File: config.mk
export PLATFORM = sky130hd
export DESIGN_NAME = distance_vector_route_update_core
export DESIGN_NICKNAME = d
export VERILOG_FILES = /design/src/hdl/dvru_pkg.sv /design/src/hdl/dvru_cost_store.sv /design/src/hdl/distance_vector_route_update_core.sv
export SDC_FILE = /design/constraint.sdc
export NUM_CORES = 2
export LEC_CHECK = 0
export ABC_AREA = 1
export BUFFER_PORTS_ARGS = -buffer_cell sky130_fd_sc_hd__buf_2
export CAP_MARGIN = 10
export CORE_MARGIN = 1.5
export CORE_UTILIZATION = 50
export DETAILED_ROUTE_END_ITERATION = 6
export GPL_TIMING_DRIVEN = 0
export PLACE_DENSITY = 0.61
export SYNTH_ARGS = -nofsm -noshare
export SYNTH_HDL_FRONTEND = slang
export SYNTH_SLANG_ARGS = --single-unit
File: constraint.sdc
create_clock -name clock -period 14.38 [get_ports clock]
set_clock_uncertainty 0.2 [all_clocks]
set_input_delay 2.876 -clock clock [delete_from_list [all_inputs] [get_ports clock]]
set_output_delay 2.876 -clock clock [all_outputs]
set_load 0.02 [all_outputs]
File: src/hdl/dvru_pkg.sv
// Shared types and constants of the distance-vector route update core.
package dvru_pkg;

   localparam int COST_W = 16;
   localparam int NODE_W = 3;
   localparam int HOP_W = 4;

   localparam int DEF_NODES = 8;
   localparam int DEF_INFINITE_COST = 65535;

   localparam logic KIND_LINK = 1'b0;
   localparam logic KIND_VECTOR = 1'b1;
   localparam logic OUT_ROUTE = 1'b0;
   localparam logic OUT_ADVERT = 1'b1;

   typedef struct packed {
      logic              kind;
      logic [NODE_W-1:0] peer;
      logic [COST_W-1:0] in_cost;
      logic [NODE_W-1:0] in_target;
      logic              in_last;
   } req_type;

   typedef struct packed {
      logic              out_kind;
      logic [NODE_W-1:0] dest_node;
      logic [NODE_W-1:0] out_target;
      logic [COST_W-1:0] out_cost;
      logic [HOP_W-1:0]  next_hop;
      logic              out_last;
   } rsp_type;

   typedef enum logic [8:0] {
      S_IDLE     = 9'b000000001,
      S_COMMIT   = 9'b000000010,
      S_SCAN_RD  = 9'b000000100,
      S_SCAN_ACC = 9'b000001000,
      S_OWN_RD   = 9'b000010000,
      S_OWN_CMP  = 9'b000100000,
      S_ADV_RD   = 9'b001000000,
      S_ADV_EMIT = 9'b010000000,
      S_FINISH   = 9'b100000000
   } state_type;

endpackage

File: src/hdl/dvru_cost_store.sv
// Cost matrix memory with per-entry valid bits that stand in for the reset contents.
module dvru_cost_store #(
   parameter int NODES = dvru_pkg::DEF_NODES,
   parameter int INFINITE_COST = dvru_pkg::DEF_INFINITE_COST,
   localparam int IDX_W = $clog2(NODES),
   localparam int ADDR_W = 2 * IDX_W,
   localparam int DEPTH = 2 ** ADDR_W
) (
   input  logic                        clock,
   input  logic                        reset,
   input  logic                        wr_en,
   input  logic [IDX_W-1:0]            wr_row,
   input  logic [IDX_W-1:0]            wr_col,
   input  logic [dvru_pkg::COST_W-1:0] wr_cost,
   input  logic [IDX_W-1:0]            rd_row,
   input  logic [IDX_W-1:0]            rd_col,
   output logic [dvru_pkg::COST_W-1:0] rd_cost
);

   logic [dvru_pkg::COST_W-1:0] mem [DEPTH];
   logic [DEPTH-1:0]            vld_ff;
   logic [DEPTH-1:0]            vld_in;
   logic [dvru_pkg::COST_W-1:0] rd_data_ff;
   logic                        rd_vld_ff;
   logic                        rd_diag_ff;
   logic [ADDR_W-1:0]           wr_addr;
   logic [ADDR_W-1:0]           rd_addr;

   assign wr_addr = {wr_row, wr_col};
   assign rd_addr = {rd_row, rd_col};

   always_comb begin
      vld_in = vld_ff;
      if (wr_en) begin
         vld_in[wr_addr] = 1'b1;
      end
   end

   always_ff @(posedge clock) begin
      if (wr_en) begin
         mem[wr_addr] <= wr_cost;
      end
      rd_data_ff <= mem[rd_addr];
      rd_diag_ff <= (rd_row == rd_col);
   end

   always_ff @(posedge clock) begin
      if (reset) begin
         vld_ff    <= '0;
         rd_vld_ff <= 1'b0;
      end else begin
         vld_ff    <= vld_in;
         rd_vld_ff <= vld_ff[rd_addr];
      end
   end

   // An entry never written reads as its reset value: zero on the diagonal, else infinity.
   assign rd_cost = rd_vld_ff ? rd_data_ff :
                    (rd_diag_ff ? '0 : dvru_pkg::COST_W'(INFINITE_COST));

endmodule

File: src/hdl/distance_vector_route_update_core.sv
// A vector element that is not last is stored while idle and starts no run; a
// link update, or a last vector element from a peer other than this node, starts
// a run: commit (vector runs only), route scan, then advertisements if a route changed.
// No request is taken while a run is in progress; the single add-and-compare unit and
// the one read port of the cost matrix set the pace. Reset is synchronous, active high;
// it restores the cost matrix through valid bits and the link and next-hop tables.
module distance_vector_route_update_core #(
   parameter int NODES = dvru_pkg::DEF_NODES,
   parameter int INFINITE_COST = dvru_pkg::DEF_INFINITE_COST
) (
   input  logic              clock,
   input  logic              reset,
   input  logic              req_valid,
   output logic              req_stall,
   input  dvru_pkg::req_type req_data,
   output logic              rsp_valid,
   input  logic              rsp_stall,
   output dvru_pkg::rsp_type rsp_data,
   input  logic              csr_we,
   input  logic [dvru_pkg::NODE_W-1:0] csr_wdata
);

   localparam int IDX_W = $clog2(NODES);
   localparam int CW = dvru_pkg::COST_W;
   localparam int HW = dvru_pkg::HOP_W;
   localparam logic [IDX_W-1:0] LAST_IDX = IDX_W'(NODES - 1);
   localparam logic [CW-1:0] INF = CW'(INFINITE_COST);

   // Sequencer state and the working registers of one run.
   dvru_pkg::state_type state_ff, state_in;
   logic [dvru_pkg::NODE_W-1:0] own_ff;
   logic [IDX_W-1:0] peer_ff, peer_in;
   logic [IDX_W-1:0] t_ff, t_in;
   logic [IDX_W-1:0] a_ff, a_in;
   logic [CW-1:0]    best_ff, best_in;
   logic [HW-1:0]    hop_ff, hop_in;
   logic             changed_ff, changed_in;

   // The last result produced is held back one step so that out_last can be
   // set on it when the run ends.
   dvru_pkg::rsp_type hold_ff, hold_in;
   logic              hold_vld_ff, hold_vld_in;
   dvru_pkg::rsp_type rsp_data_ff, rsp_data_in;
   logic              rsp_valid_ff, rsp_valid_in;

   // Small tables held in flops.
   logic [CW-1:0] link_ff [NODES];
   logic [CW-1:0] pend_ff [NODES];
   logic [HW-1:0] nh_ff   [NODES];

   logic             accept;
   logic             req_ok;
   logic [CW-1:0]    cost_clamp;
   logic [IDX_W-1:0] own_idx;
   logic [CW-1:0]    link_a;
   logic             a_usable;
   logic [CW:0]      sum;
   logic [CW-1:0]    cand;
   logic             can_push;
   logic             gen_go;
   logic [CW-1:0]    rd_cost;
   logic             differ;
   logic [HW-1:0]    nh_t;
   logic             link_we, pend_we, nh_we;
   logic             wr_en;
   logic [IDX_W-1:0] wr_row, wr_col, rd_row;
   logic [CW-1:0]    wr_cost;
   dvru_pkg::rsp_type gen;
   logic             gen_req;

   dvru_cost_store #(
      .NODES        (NODES),
      .INFINITE_COST(INFINITE_COST)
   ) u_store (
      .clock  (clock),
      .reset  (reset),
      .wr_en  (wr_en),
      .wr_row (wr_row),
      .wr_col (wr_col),
      .wr_cost(wr_cost),
      .rd_row (rd_row),
      .rd_col (t_ff),
      .rd_cost(rd_cost)
   );

   assign req_stall = (state_ff != dvru_pkg::S_IDLE);
   assign accept    = req_valid && !req_stall;
   assign req_ok    = (int'(req_data.peer) < NODES) && (int'(own_ff) < NODES);
   assign cost_clamp = (req_data.in_cost > INF) ? INF : req_data.in_cost;
   assign own_idx   = IDX_W'(own_ff);

   // The shared unit: one saturating add and one compare.
   assign link_a   = link_ff[a_ff];
   assign a_usable = (a_ff != own_idx) && (link_a < INF);
   assign sum      = {1'b0, link_a} + {1'b0, rd_cost};
   assign cand     = (sum >= {1'b0, INF}) ? INF : sum[CW-1:0];
   assign differ   = (rd_cost != best_ff);
   assign nh_t     = nh_ff[t_ff];

   assign can_push = !rsp_valid_ff || !rsp_stall;
   assign gen_go   = !hold_vld_ff || can_push;

   // The route scan reads neighbor rows; every other read is of this node's row.
   assign rd_row = (state_ff == dvru_pkg::S_SCAN_RD) ? a_ff : own_idx;

   always_comb begin
      state_in     = state_ff;
      peer_in      = peer_ff;
      t_in         = t_ff;
      a_in         = a_ff;
      best_in      = best_ff;
      hop_in       = hop_ff;
      changed_in   = changed_ff;
      link_we      = 1'b0;
      pend_we      = 1'b0;
      nh_we        = 1'b0;
      wr_en        = 1'b0;
      wr_row       = peer_ff;
      wr_col       = a_ff;
      wr_cost      = pend_ff[a_ff];
      gen_req      = 1'b0;
      gen          = '0;

      case (state_ff)
         dvru_pkg::S_IDLE: begin
            t_in       = '0;
            a_in       = '0;
            best_in    = INF;
            hop_in     = HW'(own_ff);
            changed_in = 1'b0;
            if (accept && req_ok) begin
               peer_in = IDX_W'(req_data.peer);
               if (req_data.kind == dvru_pkg::KIND_LINK) begin
                  link_we  = 1'b1;
                  state_in = dvru_pkg::S_SCAN_RD;
               end else begin
                  pend_we = (int'(req_data.in_target) < NODES);
                  if (req_data.in_last && (req_data.peer != own_ff)) begin
                     state_in = dvru_pkg::S_COMMIT;
                  end
               end
            end
         end

         dvru_pkg::S_COMMIT: begin
            wr_en = 1'b1;
            if (a_ff == LAST_IDX) begin
               a_in     = '0;
               state_in = dvru_pkg::S_SCAN_RD;
            end else begin
               a_in = a_ff + 1'b1;
            end
         end

         dvru_pkg::S_SCAN_RD: begin
            if (t_ff == own_idx) begin
               // This node's own entry is never recomputed.
               if (t_ff == LAST_IDX) begin
                  state_in = changed_ff ? dvru_pkg::S_ADV_RD : dvru_pkg::S_FINISH;
                  t_in     = '0;
               end else begin
                  t_in = t_ff + 1'b1;
               end
            end else begin
               state_in = dvru_pkg::S_SCAN_ACC;
            end
         end

         dvru_pkg::S_SCAN_ACC: begin
            if (a_usable && (cand < best_ff)) begin
               best_in = cand;
               hop_in  = HW'(a_ff);
            end
            if (a_ff == LAST_IDX) begin
               a_in     = '0;
               state_in = dvru_pkg::S_OWN_RD;
            end else begin
               a_in     = a_ff + 1'b1;
               state_in = dvru_pkg::S_SCAN_RD;
            end
         end

         dvru_pkg::S_OWN_RD: begin
            state_in = dvru_pkg::S_OWN_CMP;
         end

         dvru_pkg::S_OWN_CMP: begin
            gen.out_kind   = dvru_pkg::OUT_ROUTE;
            gen.out_target = dvru_pkg::NODE_W'(t_ff);
            gen.out_cost   = best_ff;
            gen.next_hop   = hop_ff;
            if (!differ || gen_go) begin
               if (differ) begin
                  gen_req    = 1'b1;
                  wr_en      = 1'b1;
                  wr_row     = own_idx;
                  wr_col     = t_ff;
                  wr_cost    = best_ff;
                  nh_we      = 1'b1;
                  changed_in = 1'b1;
               end
               best_in = INF;
               hop_in  = HW'(own_ff);
               if (t_ff == LAST_IDX) begin
                  t_in     = '0;
                  state_in = (changed_ff || differ) ? dvru_pkg::S_ADV_RD
                                                    : dvru_pkg::S_FINISH;
               end else begin
                  t_in     = t_ff + 1'b1;
                  state_in = dvru_pkg::S_SCAN_RD;
               end
            end
         end

         dvru_pkg::S_ADV_RD: begin
            if (a_usable) begin
               state_in = dvru_pkg::S_ADV_EMIT;
            end else if (a_ff == LAST_IDX) begin
               state_in = dvru_pkg::S_FINISH;
            end else begin
               a_in = a_ff + 1'b1;
            end
         end

         dvru_pkg::S_ADV_EMIT: begin
            // Poison reverse: a route through this neighbor is sent back as infinity.
            gen.out_kind   = dvru_pkg::OUT_ADVERT;
            gen.dest_node  = dvru_pkg::NODE_W'(a_ff);
            gen.out_target = dvru_pkg::NODE_W'(t_ff);
            gen.out_cost   = (nh_t == HW'(a_ff)) ? INF : rd_cost;
            gen.next_hop   = nh_t;
            if (gen_go) begin
               gen_req = 1'b1;
               if (t_ff == LAST_IDX) begin
                  t_in = '0;
                  if (a_ff == LAST_IDX) begin
                     state_in = dvru_pkg::S_FINISH;
                  end else begin
                     a_in     = a_ff + 1'b1;
                     state_in = dvru_pkg::S_ADV_RD;
                  end
               end else begin
                  t_in     = t_ff + 1'b1;
                  state_in = dvru_pkg::S_ADV_RD;
               end
            end
         end

         dvru_pkg::S_FINISH: begin
            if (!hold_vld_ff || can_push) begin
               state_in = dvru_pkg::S_IDLE;
            end
         end

         default: begin
            state_in = dvru_pkg::S_IDLE;
         end
      endcase
   end

   // Output register and the held-back result.
   always_comb begin
      rsp_valid_in = rsp_valid_ff && rsp_stall;
      rsp_data_in  = rsp_data_ff;
      hold_in      = hold_ff;
      hold_vld_in  = hold_vld_ff;
      if (gen_req) begin
         if (hold_vld_ff) begin
            rsp_valid_in = 1'b1;
            rsp_data_in  = hold_ff;
         end
         hold_in     = gen;
         hold_vld_in = 1'b1;
      end else if ((state_ff == dvru_pkg::S_FINISH) && hold_vld_ff && can_push) begin
         rsp_valid_in         = 1'b1;
         rsp_data_in          = hold_ff;
         rsp_data_in.out_last = 1'b1;
         hold_vld_in          = 1'b0;
      end
   end

   assign rsp_valid = rsp_valid_ff;
   assign rsp_data  = rsp_data_ff;

   always_ff @(posedge clock) begin
      if (reset) begin
         state_ff     <= dvru_pkg::S_IDLE;
         own_ff       <= '0;
         changed_ff   <= 1'b0;
         hold_vld_ff  <= 1'b0;
         rsp_valid_ff <= 1'b0;
         for (int i = 0; i < NODES; i++) begin
            link_ff[i] <= INF;
            nh_ff[i]   <= HW'(NODES);
         end
      end else begin
         state_ff     <= state_in;
         changed_ff   <= changed_in;
         hold_vld_ff  <= hold_vld_in;
         rsp_valid_ff <= rsp_valid_in;
         if (csr_we) begin
            own_ff <= csr_wdata;
         end
         if (link_we) begin
            link_ff[IDX_W'(req_data.peer)] <= cost_clamp;
         end
         if (nh_we) begin
            nh_ff[t_ff] <= hop_ff;
         end
      end
   end

   always_ff @(posedge clock) begin
      peer_ff     <= peer_in;
      t_ff        <= t_in;
      a_ff        <= a_in;
      best_ff     <= best_in;
      hop_ff      <= hop_in;
      hold_ff     <= hold_in;
      rsp_data_ff <= rsp_data_in;
      if (pend_we) begin
         pend_ff[IDX_W'(req_data.in_target)] <= cost_clamp;
      end
   end

endmodule
==> impl_metrics.json <==
{
  "ir_drop_v": 0.000120,
  "slew_headroom": -0.0173,
  "status": "finished, violations left",
  "fp.dieArea_um2": 122000,
  "numCtsBuffers": 152,
  "drtIter0Drc": 6360,
  "yosysTopAreaCell": "edfxtp_1",
  "cp.arrival_ps": 7100,
  "min_period_ps": 6840,
  "via_count": 42100,
  "timing.final.max_slew_violations": 11,
  "dp_hpwl_um": 154000,
  "yosysMostFrequentCell": "edfxtp_1",
  "cts_max_level": 4,
  "track_usage": 0.367,
  "cts_root_buffer": "clkbuf_16",
  "fill_cells": 9743,
  "critPathMaxStageDelay_ps": 630,
  "wirelength_met1_um": 83300,
  "start_util": 0.502,
  "yosys-top-cells-count": "edfxtp_1, nand2_1, inv_1",
  "hold_buffers": 0,
  "tightest_slew_ps": 1530,
  "synth_ff_type": "edfxtp_1",
  "die_x_um": 350,
  "clk_path_buf_depth": 3,
  "drc": 0,
  "crit_path_frequent_cell": "nand2_1",
  "fin_setup_tns_ps": 0,
  "ys_types": 58,
  "clk_pin_slew_ps": 60,
  "ios": 62,
  "cts_tree": "done",
  "fmax_mhz": 146,
  "wl_met2_um": 102000,
  "critPathSlowestCell": "o21ai_0",
  "clk-insertion-delay-late_ps": 770,
  "violations": "capacitance limit, slew limit",
  "grt_pass1_vias": 39200,
  "crit_path_end_kind": "flop",
  "route.met3.wl_um": 24600,
  "clock_sinks": 1498,
  "firstDrtPassIters": 7,
  "grt_max_degree": 33,
  "r2r_slack_ps": 7540,
  "reg2regPathDepth": 29,
  "vias_per_cell": 6.07,
  "critPathKind": "flop to flop",
  "totalPowerFinal_mw": 14.8,
  "top_layer": "met5",
  "synthTopCellsByArea": "edfxtp_1, nand2_1, dfxtp_1",
  "die_h_um": 350,
  "grt_antenna_before_repair": 15,
  "synthArstFlopShare": 0,
  "leakage_nw": 24.7,
  "place.gp.congestion": 1.03,
  "finalSetupViolCount": 0,
  "cts_setup_buffers": 0,
  "timing.final.crit_share": 0.475,
  "syn_area_per_cell_um2": 12.2,
  "synthDominantCellAreaShare": 0.697,
  "hold_path.class": "flop to flop",
  "synth_nets": 4979,
  "min_from": "hold_ff[16]",
  "synth_area_um2": 60100,
  "cts_resized": 0,
  "core-area_um2": 120000,
  "yosysWarnings": 0,
  "synth_cells": 4909,
  "hold_depth": 0,
  "rsz0062_at_grt": "no",
  "startpoint_type": "flop",
  "post_drt_wl_per_cell_um": 32.4,
  "area_growth_pct": 14.8,
  "finalHoldViolCount": 0,
  "ys_seq_elements": 1498,
  "max_cap_violations": 1,
  "fin_cells": 6937,
  "required_ps": 14650,
  "antenna_left": 0,
  "layout-drive-gt1-share": 0.0885,
  "holdPathEnd": "rsp_data[16]",
  "dp_cells": 6655,
  "timing.hold.ws_ps": 216,
  "io_buffers": 60,
  "nets": 5269,
  "synth-edff-count": 1395,
  "r2r_end": "best_ff[14]",
  "critPathMaxFanout": 16,
  "row_count": 127,
  "gr-total-overflow": 0,
  "p_per_area_nw_per_um2": 215,
  "grt_pass1_wl_um": 306000,
  "yosysSeqAreaShare": 0.731,
  "routed_wl_um": 224000
}
-- flip-flops by register name, indices dropped and copies added (netlist names), 9 cells and up, named ones only --
name	flops
rsp_data	28
state_ff	9
u_store.vld_ff	64
u_store.rd_data_ff	16
nh_ff	32
u_store.mem	1024
best_ff	16
pend_ff	128
link_ff	128
hold_ff	27
-- kinds of logic (layout without fill, tap and decap cells) --
group	count (synthesis)	after routing	synth area share
buffers and inverters	678	1091	0.0435
other	0	3	0
muxes	1	1	0.000166
and+or+nand+nor	1989	1989	0.139
xor gates and xnor gates	23	23	0.00335
adders and majority gates	38	38	0.00803
DFF	1498	1498	0.731
AOI/OAI and AO/OA	682	682	0.0750
-- where the power goes --
group	leakage, nW	total (mW)	internal [mW]	switching [mW]
sequential	13.1	5.47	5.43	0.0404
combinational	9.25	5.43	1.32	4.11
clock	2.34	3.90	2.22	1.68
-- cell usage in the layout, fill, tap and decap left out, types with 126 or more instances in the layout --
master        n
clkbuf_1    191
edfxtp_1   1395
inv_1       421
nand2_1    1320
a21oi_1     130
nor2_1      216
nand4_1     126
clkbuf_16   157
o21ai_0     154
a22oi_1     150
nand3_1     239
-- metal layers --
metal  up-vias  track usage
li1      18100            -
met1     20800        0.479
met2      2657        0.569
met3       557       0.0796
met4         4        0.217
met5         -            0
-- stage by stage --
| stage | utilization | area [um2] | worst slack [ps] |
|---|---|---|---|
| final | 0.577 | 69000 | 7540 |
| after global placement | 0.522 | 62400 | 3960 |
| after global routing | 0.577 | 69000 | 7080 |
| after floorplan | - | 60100 | 7890 |
| after detailed placement | 0.536 | 64200 | 7610 |
| after CTS | 0.576 | 69000 | 7570 |
-- worst max-delay path: cells and delay by family (launching register included) --
family          cells  cell delay [ps]
buf+inv             7             1590
compound gates      7             1850
flops               1              360
fa+ha+maj           2              580
xor+xnor            1              510
simple gates       12             1410
-- worst max-delay path by stage --
| stage | start | end | slack, ps | cells past startpoint |
|---|---|---|---|---|
| after floorplan | rsp_stall | u_store.mem[0][10] | 7890 | 8 |
| after global placement | rsp_stall | u_store.mem[3][14] | 3960 | 9 |
| after detailed placement | flop | best_ff[14] | 7610 | 34 |
| after CTS | flop | best_ff[14] | 7570 | 34 |
| after global routing | flop | best_ff[14] | 7080 | 34 |
| final | flop | best_ff[14] | 7540 | 29 |
-- cell type report --
type	count	area [um2]	area share
antenna	3	7.51	0.000109
multi-input combinational	2733	13800	0.201
clock buffer	205	4130	0.0598
clock inverter	72	678	0.00983
sequential	1498	44000	0.637
inverter	444	1670	0.0242
tap	1612	2020	0.0292
timing repair buffer	136	1730	0.0251
buffer	234	978	0.0142
No activity file was read; power rests on OpenSTA's default activity.
